`src/rtl/tpq_pkg.sv`:
```
`default_nettype none

package tpq_pkg;

  localparam int unsigned POS_W     = 3;
  localparam int unsigned POS_MAX   = 5;
  localparam int unsigned HOLDOFF_W = 8;

  localparam logic [HOLDOFF_W-1:0] HOLDOFF_RESET = 8'd250;

  // Window entries start at the bottom end of the pot travel.
  localparam int unsigned WINDOW_RESET_SAMPLE = 768;

  // The curve 768->0, 682->30, 352->90, 304->120, then /20 and clamp 0..5,
  // is a falling step function of the mean. Position is at least k+1
  // exactly when the mean is at or below MEAN_LIMIT[k].
  localparam int unsigned POS_STEPS = 5;
  localparam int unsigned MEAN_LIMIT [POS_STEPS] = '{710, 627, 517, 407, 336};

  typedef logic [POS_W-1:0] pos_t;

  typedef struct packed {
    pos_t position;
    logic changed;
    logic sample_taken;
  } tpq_result_t;

endpackage

`default_nettype wire

```
`src/rtl/tpq_quant.sv`:
```
`default_nettype none

// Window sum -> position. Compares the sum against limits scaled by the
// window depth, so the mean is never divided out.
module tpq_quant #(
  parameter int WINDOW_DEPTH = 4,
  parameter int SUM_W        = 12
) (
  input  logic [SUM_W-1:0] total,
  output tpq_pkg::pos_t    position
);

  always_comb begin
    position = '0;
    for (int k = 0; k < tpq_pkg::POS_STEPS; k++) begin
      if (32'(total) < (tpq_pkg::MEAN_LIMIT[k] + 1) * unsigned'(WINDOW_DEPTH)) begin
        position = position + tpq_pkg::pos_t'(1);
      end
    end
  end

endmodule

`default_nettype wire

```
`src/rtl/tpq_track.sv`:
```
`default_nettype none

// Sample window, running sum, hold-off counter and position history.
module tpq_track #(
  parameter int WINDOW_DEPTH = 4,
  parameter int SAMPLE_BITS  = 10
) (
  input  logic                               clk,
  input  logic                               rst,
  input  logic                               step,
  input  logic [SAMPLE_BITS-1:0]             sample,
  input  logic [tpq_pkg::HOLDOFF_W-1:0]      holdoff_ticks,
  output tpq_pkg::tpq_result_t               result
);

  localparam int SUM_W = SAMPLE_BITS + $clog2(WINDOW_DEPTH);
  localparam logic [SAMPLE_BITS-1:0] RESET_SAMPLE =
    SAMPLE_BITS'(tpq_pkg::WINDOW_RESET_SAMPLE);
  localparam logic [SUM_W-1:0] RESET_TOTAL =
    SUM_W'(WINDOW_DEPTH * int'(RESET_SAMPLE));

  logic [SAMPLE_BITS-1:0]          window [WINDOW_DEPTH];
  logic [SUM_W-1:0]                total;
  logic [SUM_W-1:0]                total_next;
  logic [tpq_pkg::HOLDOFF_W-1:0]   holdoff_count;
  logic [tpq_pkg::HOLDOFF_W-1:0]   holdoff_count_next;
  tpq_pkg::pos_t                   cur_position;
  tpq_pkg::pos_t                   prev_position;
  tpq_pkg::pos_t                   new_position;
  logic                            holding;

  // window[0] is the oldest entry; it drops out as the new sample comes in
  assign total_next = total - SUM_W'(window[0]) + SUM_W'(sample);

  tpq_quant #(
    .WINDOW_DEPTH (WINDOW_DEPTH),
    .SUM_W        (SUM_W)
  ) u_quant (
    .total    (total_next),
    .position (new_position)
  );

  assign holding            = (holdoff_count != '0);
  assign holdoff_count_next = holding ? holdoff_count - 1'b1 : holdoff_ticks;

  always_comb begin
    result.sample_taken = !holding;
    result.position     = holding ? cur_position : new_position;
    result.changed      = (holdoff_count_next == '0) &&
                          (holding ? (cur_position != prev_position)
                                   : (new_position != cur_position));
  end

  always_ff @(posedge clk) begin
    if (rst) begin
      for (int i = 0; i < WINDOW_DEPTH; i++) begin
        window[i] <= RESET_SAMPLE;
      end
      total         <= RESET_TOTAL;
      holdoff_count <= '0;
      cur_position  <= '0;
      prev_position <= '0;
    end else if (step) begin
      holdoff_count <= holdoff_count_next;
      if (!holding) begin
        for (int i = 0; i < WINDOW_DEPTH - 1; i++) begin
          window[i] <= window[i+1];
        end
        window[WINDOW_DEPTH-1] <= sample;
        total         <= total_next;
        prev_position <= cur_position;
        cur_position  <= new_position;
      end
    end
  end

endmodule

`default_nettype wire

```
`src/rtl/throttle_pot_position_quantizer_top.sv`:
```
`default_nettype none

// Throttle pot position quantizer. Each input transaction carries one
// converter sample and yields exactly one result transaction with the
// coarse throttle position (0..5), a changed flag and a sample_taken flag.
// After every sample that is used, the next holdoff_ticks samples are
// skipped (sample_taken = 0, position repeated). Used samples go through a
// WINDOW_DEPTH-entry moving average and a falling three-segment curve.
// Rate: one transaction per cycle sustained while out_stall is low (input
// register, then result register). The running window sum is updated with
// one add/subtract per used sample, and the curve is a handful of constant
// compares on that sum, so all per-sample work fits between the two
// registers. in_stall only rises when both registers are full and the
// result side is stalling. holdoff_ticks (reset 250) is written through the
// cfg port, which is always ready; write it only while no transaction is in
// flight.
module throttle_pot_position_quantizer_top #(
  parameter int WINDOW_DEPTH = 4,
  parameter int SAMPLE_BITS  = 10
) (
  input  logic                          clk,
  input  logic                          rst,
  // configuration write
  input  logic                          cfg_valid,
  output logic                          cfg_ready,
  input  logic [tpq_pkg::HOLDOFF_W-1:0] cfg_data,
  // sample input
  input  logic                          in_valid,
  output logic                          in_stall,
  input  logic [SAMPLE_BITS-1:0]        adc_sample,
  // result output
  output logic                          out_valid,
  input  logic                          out_stall,
  output tpq_pkg::pos_t                 position,
  output logic                          changed,
  output logic                          sample_taken
);

  logic [tpq_pkg::HOLDOFF_W-1:0] holdoff_ticks;
  logic                          in_full;
  logic [SAMPLE_BITS-1:0]        in_sample;
  logic                          accept;
  logic                          advance;
  tpq_pkg::tpq_result_t          res;

  // Config register: always ready.
  assign cfg_ready = 1'b1;

  always_ff @(posedge clk) begin
    if (rst) begin
      holdoff_ticks <= tpq_pkg::HOLDOFF_RESET;
    end else if (cfg_valid && cfg_ready) begin
      holdoff_ticks <= cfg_data;
    end
  end

  // Input register moves into the result register whenever that one is
  // empty or being drained this cycle.
  assign advance  = in_full && (!out_valid || !out_stall);
  assign in_stall = in_full && out_valid && out_stall;
  assign accept   = in_valid && !in_stall;

  always_ff @(posedge clk) begin
    if (rst) begin
      in_full <= 1'b0;
    end else if (accept) begin
      in_full <= 1'b1;
    end else if (advance) begin
      in_full <= 1'b0;
    end
  end

  always_ff @(posedge clk) begin
    if (accept) begin
      in_sample <= adc_sample;
    end
  end

  // State and the whole per-sample computation.
  tpq_track #(
    .WINDOW_DEPTH (WINDOW_DEPTH),
    .SAMPLE_BITS  (SAMPLE_BITS)
  ) u_track (
    .clk           (clk),
    .rst           (rst),
    .step          (advance),
    .sample        (in_sample),
    .holdoff_ticks (holdoff_ticks),
    .result        (res)
  );

  // Result register. position resets to the tracker's reset position so the
  // register always mirrors the current position.
  always_ff @(posedge clk) begin
    if (rst) begin
      out_valid <= 1'b0;
      position  <= '0;
    end else begin
      if (advance) begin
        out_valid <= 1'b1;
        position  <= res.position;
      end else if (!out_stall) begin
        out_valid <= 1'b0;
      end
    end
  end

  always_ff @(posedge clk) begin
    if (advance) begin
      changed      <= res.changed;
      sample_taken <= res.sample_taken;
    end
  end

  // Checks

  // Never load the input register while it still holds an unmoved sample.
  a_no_overrun: assert property (@(posedge clk) disable iff (rst)
    accept |-> (!in_full || advance))
    else $error("input register overwritten");

  // A skipped sample repeats the last reported position.
  a_hold_repeats: assert property (@(posedge clk) disable iff (rst)
    (advance && !res.sample_taken) |=> (position == $past(position)))
    else $error("position moved during hold-off");

  // With a nonzero hold-off, a used sample cannot report a change yet.
  a_no_change_on_take: assert property (@(posedge clk) disable iff (rst)
    (advance && res.sample_taken && (holdoff_ticks != '0)) |-> !res.changed)
    else $error("changed set while hold-off reloads");

  a_pos_range: assert property (@(posedge clk) disable iff (rst)
    out_valid |-> (32'(position) <= tpq_pkg::POS_MAX))
    else $error("position out of range");

endmodule

`default_nettype wire

```
`config.mk`:
```
export PLATFORM = sky130hd
export DESIGN_NAME = throttle_pot_position_quantizer_top
export DESIGN_NICKNAME = d
export VERILOG_FILES = /design/src/rtl/tpq_pkg.sv /design/src/rtl/tpq_quant.sv /design/src/rtl/tpq_track.sv /design/src/rtl/throttle_pot_position_quantizer_top.sv
export SDC_FILE = /design/constraint.sdc
export NUM_CORES = 1
export LEC_CHECK = 0
export BUFFER_PORTS_ARGS = -buffer_cell sky130_fd_sc_hd__buf_2
export CAP_MARGIN = 10
export CORE_MARGIN = 2
export CORE_UTILIZATION = 30
export DETAILED_ROUTE_END_ITERATION = 8
export PLACE_DENSITY = 0.47
export SYNTH_ARGS = -nofsm -noshare
export SYNTH_HDL_FRONTEND = slang
export SYNTH_SLANG_ARGS = --single-unit
```
`constraint.sdc`:
```
create_clock -name clk -period 7.86 [get_ports clk]
set_clock_uncertainty 0.15 [all_clocks]
set_input_delay 1.572 -clock clk [delete_from_list [all_inputs] [get_ports clk]]
set_output_delay 1.572 -clock clk [all_outputs]
set_load 0.005 [all_outputs]
```
; ---- Word-level counts from Yosys, hierarchy flattened
; Memory sizes are Yosys's and may differ from the RTL's.
; Cells that the tools add are included.
[classes]
n_reduce_logical = 14
n_bitwise = 5
n_addsub = 7
n_mux = 21
magnitude_cmp = 5
eq_ne = 3
[op_table]
columns = cell, count
row1 = $mux W10, 4
row2 = $lt A12 B12 Y1 const B, 3
row3 = $lt A12 B11 Y1 const B, 2
row4 = $add A12 B10 Y12, 1
row5 = $add A3 B1 Y3 const B, 4
row6 = $mux W1, 12
row7 = $mux W3, 4
row8 = $sub A12 B10 Y12, 1
row9 = $logic_not A8 Y1, 1
row10 = $mux W8, 1
row11 = $reduce_bool A8 Y1, 1
row12 = $sub A8 B1 Y8 const B, 1
row13 = $ne A3 B3 Y1, 2
row14 = $logic_and A1 B1 Y1, 5
row15 = $logic_not A1 Y1, 4
row16 = $or A1 B1 Y1, 4
row17 = $ne A2 B1 Y1 const B, 1
row18 = $reduce_and A2 Y1, 1
row19 = $reduce_bool A2 Y1, 1
row20 = $logic_or A1 B1 Y1, 1
row21 = $not A1 Y1, 1
[word_totals]
ramBits = 40
wordCells = 66
register_bits = 48
mem_count = 1
[memory_table]
columns = memory, depth, word_bits, read_ports, rd_clocked_by_memory_dff, wr, line_no
row1 = u_track.window, 4, 10, 4, 0, 4, tpq_track.sv:22  ; logic [SAMPLE_BITS-1:0] window [WINDOW_DEPTH];

; ---- Depth between registers and ports, before layout
; Gate-level depths: netlist of run 1.
; An unclocked memory read counts as a cell.
[logic_depth]
ltp_word = 16
ltp_mapped = 26

; ---- Modules after synthesis
; A second synthesis of run 1 with hierarchy kept.
[hier_totals]
hier_cells = 463
area_unflattened_um2 = 4770.8
[modules_own_cells]
columns = mod, area_each_um2, cells_each, n_inst
row1 = tpq_track, 3560.9, 354, 1
row2 = throttle_pot_position_quantizer_top, 892.1, 62, 1
row3 = tpq_quant, 317.8, 47, 1

; ---- Least setup slack after synthesis of run 1
; OpenSTA, ideal clock, no wires.
[synth_path]
path_kind = flip-flop to flip-flop
from = register in_sample[1]
to = register changed, data pin
n_path_buf = 1
t_required_ns = 7.449
period_less_slack_ns = 5.553
t_arrival_ns = 5.142
setup_time_ns = 0.261
stages_incl_launch_ff = 23
path_slack_ns = 2.307
cell_sequence = edfxtp_1 inv_1 fa_1 inv_1 ha_1 a211oi_4 o21ai_1 nand3_1 a31oi_1 xnor2_1 clkbuf_1 or2_2 ha_1 or3_2 a21boi_0 ha_1 o211a_1 ha_1 nor2b_1 o21ai_1 a41o_1 xor2_1 o311a_1
[synth_rtl]
columns = item, line_no
row1 = start: declaration, throttle_pot_position_quantizer_top.sv:41  ; logic [SAMPLE_BITS-1:0] in_sample;
row2 = start signal: assignment, throttle_pot_position_quantizer_top.sv:75  ; in_sample <= adc_sample;
row3 = end signal: assignment, throttle_pot_position_quantizer_top.sv:110  ; changed <= res.changed;
row4 = end: declaration, throttle_pot_position_quantizer_top.sv:35  ; output logic changed,

==> results of run 1 <==
-- cell families after synthesis --
| group | after synthesis |
|---|---|
| compound gates | 108 |
| xor+xnor | 18 |
| fa+ha+maj | 28 |
| buf+inv | 72 |
| flops | 88 |
| mux | 4 |
| other cells | 1 |
| simple gates | 173 |
-- cell type report --
type | count | area share (%)
Clock buffer | 11 | 4.41
Clock inverter | 5 | 1.02
Timing Repair Buffer | 31 | 2.91
Tap cell | 216 | 4.91
Sequential cell | 88 | 41.5
Inverter | 50 | 3.41
Multi-Input combinational cell | 332 | 41.8
-- registers in the layout, indices dropped and copies added, names as in the netlist --
| register | flops |
|---|---|
| changed | 1 |
| holdoff_ticks | 8 |
| in_full | 1 |
| in_sample | 10 |
| out_valid | 1 |
| sample_taken | 1 |
| u_track.cur_position | 3 |
| u_track.holdoff_count | 8 |
| u_track.prev_position | 3 |
| u_track.total | 12 |
| u_track.window | 40 |
-- final timing paths --
kind,startpoint,end,slack [ns],depth (start not counted)
setup / recovery,in_sample[3],changed,1.80,21
hold / removal,u_track.holdoff_count[6],u_track.holdoff_count[6],0.34,2
hold reg to reg,u_track.holdoff_count[6],u_track.holdoff_count[6],0.34,2
setup reg to reg,in_sample[3],changed,1.80,21
-- power by group --
part	leakage (nW)	internal, W	switching (W)
sequential	0.802	0.000541	0.0000245
combinational	1.30	0.000365	0.000554
clock	0.145	0.000254	0.000170
total	2.24	0.00116	0.000749
-- placed cells by master, fill, tap and decap left out, types with 5 or more instances in the layout --
cell type,synthesis,routed
edfxtp_1,52,52
nand3_1,10,10
and3_1,6,6
dfxtp_1,36,36
ha_1,18,18
nand2_1,40,40
inv_1,50,49
xnor2_1,8,8
fa_1,10,10
and2_1,27,27
a211o_1,7,7
o22ai_1,5,5
o21ai_0,24,24
clkbuf_16,0,9
nor3_1,9,8
or3_1,5,5
buf_2,3,29
nor2_1,32,32
a31oi_1,5,5
nor2b_1,11,11
a21oi_1,25,25
xor2_1,10,10
nand2b_1,8,8
-- per-stage QoR --
stage	utilization (%)	worst slack (ns)	hold WS, ns	area [sq um]
2_1_floorplan	-	2.31	0.291	4870
4_1_cts	34.6	1.81	0.337	5500
5_1_grt	34.6	1.47	0.368	5500
3_3_place_gp	32.7	1.95	0.310	5200
3_5_place_dp	32.7	1.81	0.327	5200
6_report	34.6	1.80	0.339	5500
-- tightest hold or removal path, cell delays in order (launching register included) --
cell and delay (ns):
dfxtp_1 0.33, nand2_1 0.06, a21oi_1 0.05
-- layer usage --
| layer | global-route usage, % | routed length [um] | share of wire, % |
|---|---|---|---|
| met2 | 18.1 | 4400 | 45 |
| met5 | 0 | 0 | 0 |
| met3 | 2.35 | 282 | 2.9 |
| met4 | 5.07 | 147 | 1.5 |
| met1 | 16.7 | 5040 | 51 |
==> results.sh, run 1 <==
export IMPL_outcome="finished, final reports clean"
export IMPL_path_clk_slew_ns=0.06
export IMPL_synth_compound_area_share_pct=15.1
export IMPL_first_pass_iters=4
export IMPL_rows=46
export IMPL_crit_buf_inv=2
export IMPL_insertion_delay_ns=0.33
export IMPL_start_util_pct=30.7
export IMPL_critPathCaptureType="flop"
export IMPL_crit_path_cell_trace="inv_1 -> fa_1 -> inv_1 -> ha_1 -> o21ai_0 -> o21ai_1 -> nand3_1 -> a31oi_1 -> xnor2_1 -> or2_2 -> ha_1 -> or3_2 -> a21boi_0 -> ha_1 -> o211a_1 -> ha_1 -> nor2b_1 -> o21ai_1 -> a41o_1 -> xor2_1 -> o311a_1"
export IMPL_synth_top_family_by_area="simple AND/OR/NAND/NOR gates"
export IMPL_setup_violations=0
export IMPL_worstMarginPinSlew_ns=1.19
export IMPL_final_cells=733
export IMPL_yosysWarnings=0
export IMPL_startpoint_type="flop"
export IMPL_cts_buffer_depth=2
export IMPL_ys_top_cells_by_area="edfxtp_1 32%, dfxtp_1 15%, ha_1 4.6%"
export IMPL_die_w_um=131
export IMPL_grt_pass1_wl_um=16800
export IMPL_syn_area_sq_um=4870
export IMPL_antenna_found_initial=0
export IMPL_num_antenna_cells=0
export IMPL_ant_nets=0
export IMPL_period_minus_slack_ns=6.06
export IMPL_max_freq_mhz=165
export IMPL_pwr_density_cell_nw_per_um2=347
export IMPL_grt_overflow=0
export IMPL_cts_tree="built"
export IMPL_syn_avg_cell_area_sq_um=9.90
export IMPL_ys_types=67
export IMPL_dp_cells=717
export IMPL_cp_data_arrival_time_ns=5.99
export IMPL_via_count=3445
export IMPL_ys_seq_area_share_pct=46.9
export IMPL_muxShareOfSynthArea_pct=0.925
export IMPL_ys_top_cells_by_count="52 x edfxtp_1, 50 x inv_1, 40 x nand2_1"
export IMPL_vias_per_cell=4.70
export IMPL_multi_input_area_sq_um=2300
export IMPL_cp_data_required_time_ns=7.79
export IMPL_drtIter0Drc=151
export IMPL_cts_root_buf="clkbuf_16"
export IMPL_wl_um=9870
export IMPL_drv_cap=0
export IMPL_gp_congestion=0.816
export IMPL_crit_fanout=16
export IMPL_synth_top_area_cell="edfxtp_1"
export IMPL_cts_resized=0
export IMPL_ctsHoldBuffers=0
export IMPL_leakage_nw=2.24
export IMPL_finalHoldViolCount=0
export IMPL_n_fill_cell=1648
export IMPL_die_h_um=131
export IMPL_hpwl_um=6990
export IMPL_netlist_instances=492
export IMPL_postSynthNetCount=543
export IMPL_hold_class="flop to flop"
export IMPL_rsz0062_at_grt="no"
export IMPL_synth_simple_gate_area_share_pct=19.1
export IMPL_drive_above_1_share_pct=12.2
export IMPL_slew_headroom_pct=20.3
export IMPL_postCtsSetupBuffers=0
export IMPL_core_sq_um=15900
export IMPL_htreeDepth=3
export IMPL_grt_max_degree=52
export IMPL_synth_most_common_cell="edfxtp_1"
export IMPL_ys_seq_elements=88
export IMPL_critical_path_max_stage_delay_ns=0.53
export IMPL_nets=563
export IMPL_design_power_total_w=0.00191
export IMPL_grt_usage_pct=12.0
export IMPL_synth_ff_type="edfxtp_1"
export IMPL_peakVddDrop_mv=0.146
export IMPL_synth_edf_count=52
export IMPL_synth_top_area_share_pct=32.1
export IMPL_post_drt_wl_per_cell_um=13.5
export IMPL_port_buffers=29
export IMPL_crit_slowest_cell="fa_1"
export IMPL_worstSetupPathType="flop to flop"
export IMPL_dieArea_sq_um=17300
export IMPL_finalSetupTns_ns=0
export IMPL_seqCellArea_sq_um=2280
export IMPL_fin_crit_sh_pct=77.1
export IMPL_critPathTopFamily="compound AO/OA/AOI/OAI gates"
export IMPL_drcViolationCount=0
export IMPL_grt_pass1_vias=3378
export IMPL_crit_path_frequent_cell="ha_1"
export IMPL_synthAdderAreaFrac_pct=8.73
export IMPL_async_flop_share_pct=0
export IMPL_numClockSinks=88
export IMPL_synthToLayoutAreaGrowth_pct=12.9
export IMPL_drv_slew=0
export IMPL_io_pins=31
export IMPL_synth_xor_area_share_pct=3.24
export IMPL_cts_buffers=9
(Power assumes the default switching activity.)
==> run 2, diff against run 1 <==
==> constraint.sdc (replaced) <==
create_clock -name clk -period 6.05 [get_ports clk]
set_clock_uncertainty 0.15 [all_clocks]
set_input_delay 1.21 -clock clk [delete_from_list [all_inputs] [get_ports clk]]
set_output_delay 1.21 -clock clk [all_outputs]
set_load 0.005 [all_outputs]
==> run 2 against run 1 <==
Effect of this change:
- first-iteration DRC count is 7.3% higher
- design area is 2.0% higher
- global-route usage is 0.080 points lower
- combinational power is 37% higher
- worst setup slack worse by 1.5 ns
- clock-buffer cell count is 2 higher
==> results.sh, run 2 (synthesized netlist as in run 1, its figures left out) <==
export IMPL_finalSetupTns_ns=0
export IMPL_crit_buf_inv=1
export IMPL_nets=567
export IMPL_first_pass_iters=4
export IMPL_ctsHoldBuffers=0
export IMPL_hpwl_um=6950
export IMPL_num_antenna_cells=0
export IMPL_slew_headroom_pct=35.8
export IMPL_core_sq_um=15900
export IMPL_die_w_um=131
export IMPL_max_freq_mhz=174
export IMPL_ant_nets=0
export IMPL_drtIter0Drc=162
export IMPL_worstSetupPathType="flop to flop"
export IMPL_crit_slowest_cell="fa_1"
export IMPL_period_minus_slack_ns=5.75
export IMPL_synthToLayoutAreaGrowth_pct=15.2
export IMPL_cts_buffer_depth=2
export IMPL_gp_congestion=0.852
export IMPL_top_regs="u_track.window (40), u_track.total (12), in_sample (10)"
export IMPL_vias_per_cell=4.77
export IMPL_r2r_slack_ns=0.30
export IMPL_grt_max_degree=42
export IMPL_cts_tree="built"
export IMPL_port_buffers=29
export IMPL_dieArea_sq_um=17300
export IMPL_grt_pass1_vias=3301
export IMPL_outcome="finished, final reports clean"
export IMPL_cp_data_required_time_ns=5.99
export IMPL_post_drt_wl_per_cell_um=13.8
export IMPL_startpoint_type="flop"
export IMPL_grt_pass1_wl_um=16800
export IMPL_cp_data_arrival_time_ns=5.69
export IMPL_rows=46
export IMPL_hold_class="flop to flop"
export IMPL_die_h_um=131
export IMPL_cts_buffers=9
export IMPL_top_register="u_track.window"
export IMPL_crit_fanout=4
export IMPL_critPathCaptureType="flop"
export IMPL_drive_above_1_share_pct=14.8
export IMPL_path_clk_slew_ns=0.06
export IMPL_critical_path_max_stage_delay_ns=0.60
export IMPL_crit_path_frequent_cell="ha_1"
export IMPL_start_util_pct=30.7
export IMPL_design_power_total_w=0.00260
export IMPL_drv_cap=0
export IMPL_finalHoldViolCount=0
export IMPL_htreeDepth=3
export IMPL_cts_root_buf="clkbuf_16"
export IMPL_worstMarginPinSlew_ns=0.961
export IMPL_drv_slew=0
export IMPL_peakVddDrop_mv=0.145
export IMPL_n_fill_cell=1638
export IMPL_setup_violations=0
export IMPL_leakage_nw=2.29
export IMPL_rsz0062_at_grt="no"
export IMPL_fin_crit_sh_pct=95.0
export IMPL_antenna_found_initial=0
export IMPL_io_pins=31
export IMPL_critPathTopFamily="adder cells"
export IMPL_crit_path_cell_trace="fa_1 -> inv_1 -> ha_1 -> a211oi_4 -> nor2_2 -> xor2_2 -> nand3_2 -> o21ai_2 -> a31oi_1 -> or2_2 -> ha_1 -> or3_4 -> a21boi_0 -> ha_1 -> o211a_1 -> ha_1 -> nor2b_1 -> o21ai_1 -> a41o_1 -> xor2_1 -> o311a_1"
export IMPL_via_count=3514
export IMPL_wl_um=10200
export IMPL_grt_overflow=0
export IMPL_drcViolationCount=0
export IMPL_layout_commonest_cell="edfxtp_1"
export IMPL_grt_usage_pct=11.9
export IMPL_insertion_delay_ns=0.34
export IMPL_numClockSinks=88
export IMPL_final_cell_mix="52 x edfxtp_1, 49 x inv_1, 40 x nand2_1"
export IMPL_largest_reg_flops=40
export IMPL_pwr_density_cell_nw_per_um2=463
run 2: cell count changes in the layout (fill, tap and decap cells not counted), sizes merged:
| cell | change |
|---|---|
| buf | +4 |
| bufinv | -1 |
| clkbuf | +2 |
| clkinv | -3 |
| clkinvlp | -1 |
| inv | +3 |
run 2: cell type report:
cell class | instances | area (sq um) | share of cell area [%]
clock buffer | 13 | 304 | 5.42
sequential | 88 | 2280 | 40.7
tap | 216 | 270 | 4.81
inverter | 50 | 188 | 3.34
clock inverter | 3 | 23.8 | 0.424
timing repair buffer | 35 | 190 | 3.39
multi-input combinational | 332 | 2350 | 42.0
run 2: routing by layer:
| layer | vias to the layer above | global-route usage, % | part of all wire, % |
|---|---|---|---|
| met5 | - | 0 | 0 |
| met4 | 0 | 4.95 | 1.6 |
| met3 | 12 | 1.39 | 2.0 |
| met2 | 46 | 17.9 | 45 |
| met1 | 1693 | 17.3 | 52 |
| li1 | 1763 | - | - |
run 2: worst paths after layout:
path / start / end / cells past startpoint
setup / recovery: u_track.window[0][1] / changed / 21
setup reg to reg: u_track.window[0][1] / changed / 21
hold / removal: u_track.prev_position[1] / u_track.prev_position[1] / 1
hold reg to reg: u_track.prev_position[1] / u_track.prev_position[1] / 1
run 2: where the power goes:
part / internal, W / total (W) / switching, W
Combinational: 0.000518 / 0.00126 / 0.000744
Sequential: 0.000702 / 0.000734 / 0.0000323
Clock: 0.000357 / 0.000601 / 0.000243
Total: 0.00158 / 0.00260 / 0.00102
run 2: what timing repair did:
item | 4_1_cts | 5_1_grt
setup endpoints to repair | 0 | 1
buffers inserted | 0 | 2
resized for setup | 0 | 14
run 2: metrics by stage:
step                      cell area (sq um)  std cells  setup slack [ns]  utilization (%)  hold WS [ns]
after CTS                              5540        735            0.0299             34.9         0.332
final                                  5610        737             0.301             35.3         0.330
after global routing                   5610        737            0.0495             35.3         0.355
after floorplan                        4870        492             0.497                -         0.291
after detailed placement               5220        719            0.0434             32.8         0.312
after global placement                 5220        719             0.140             32.8         0.310
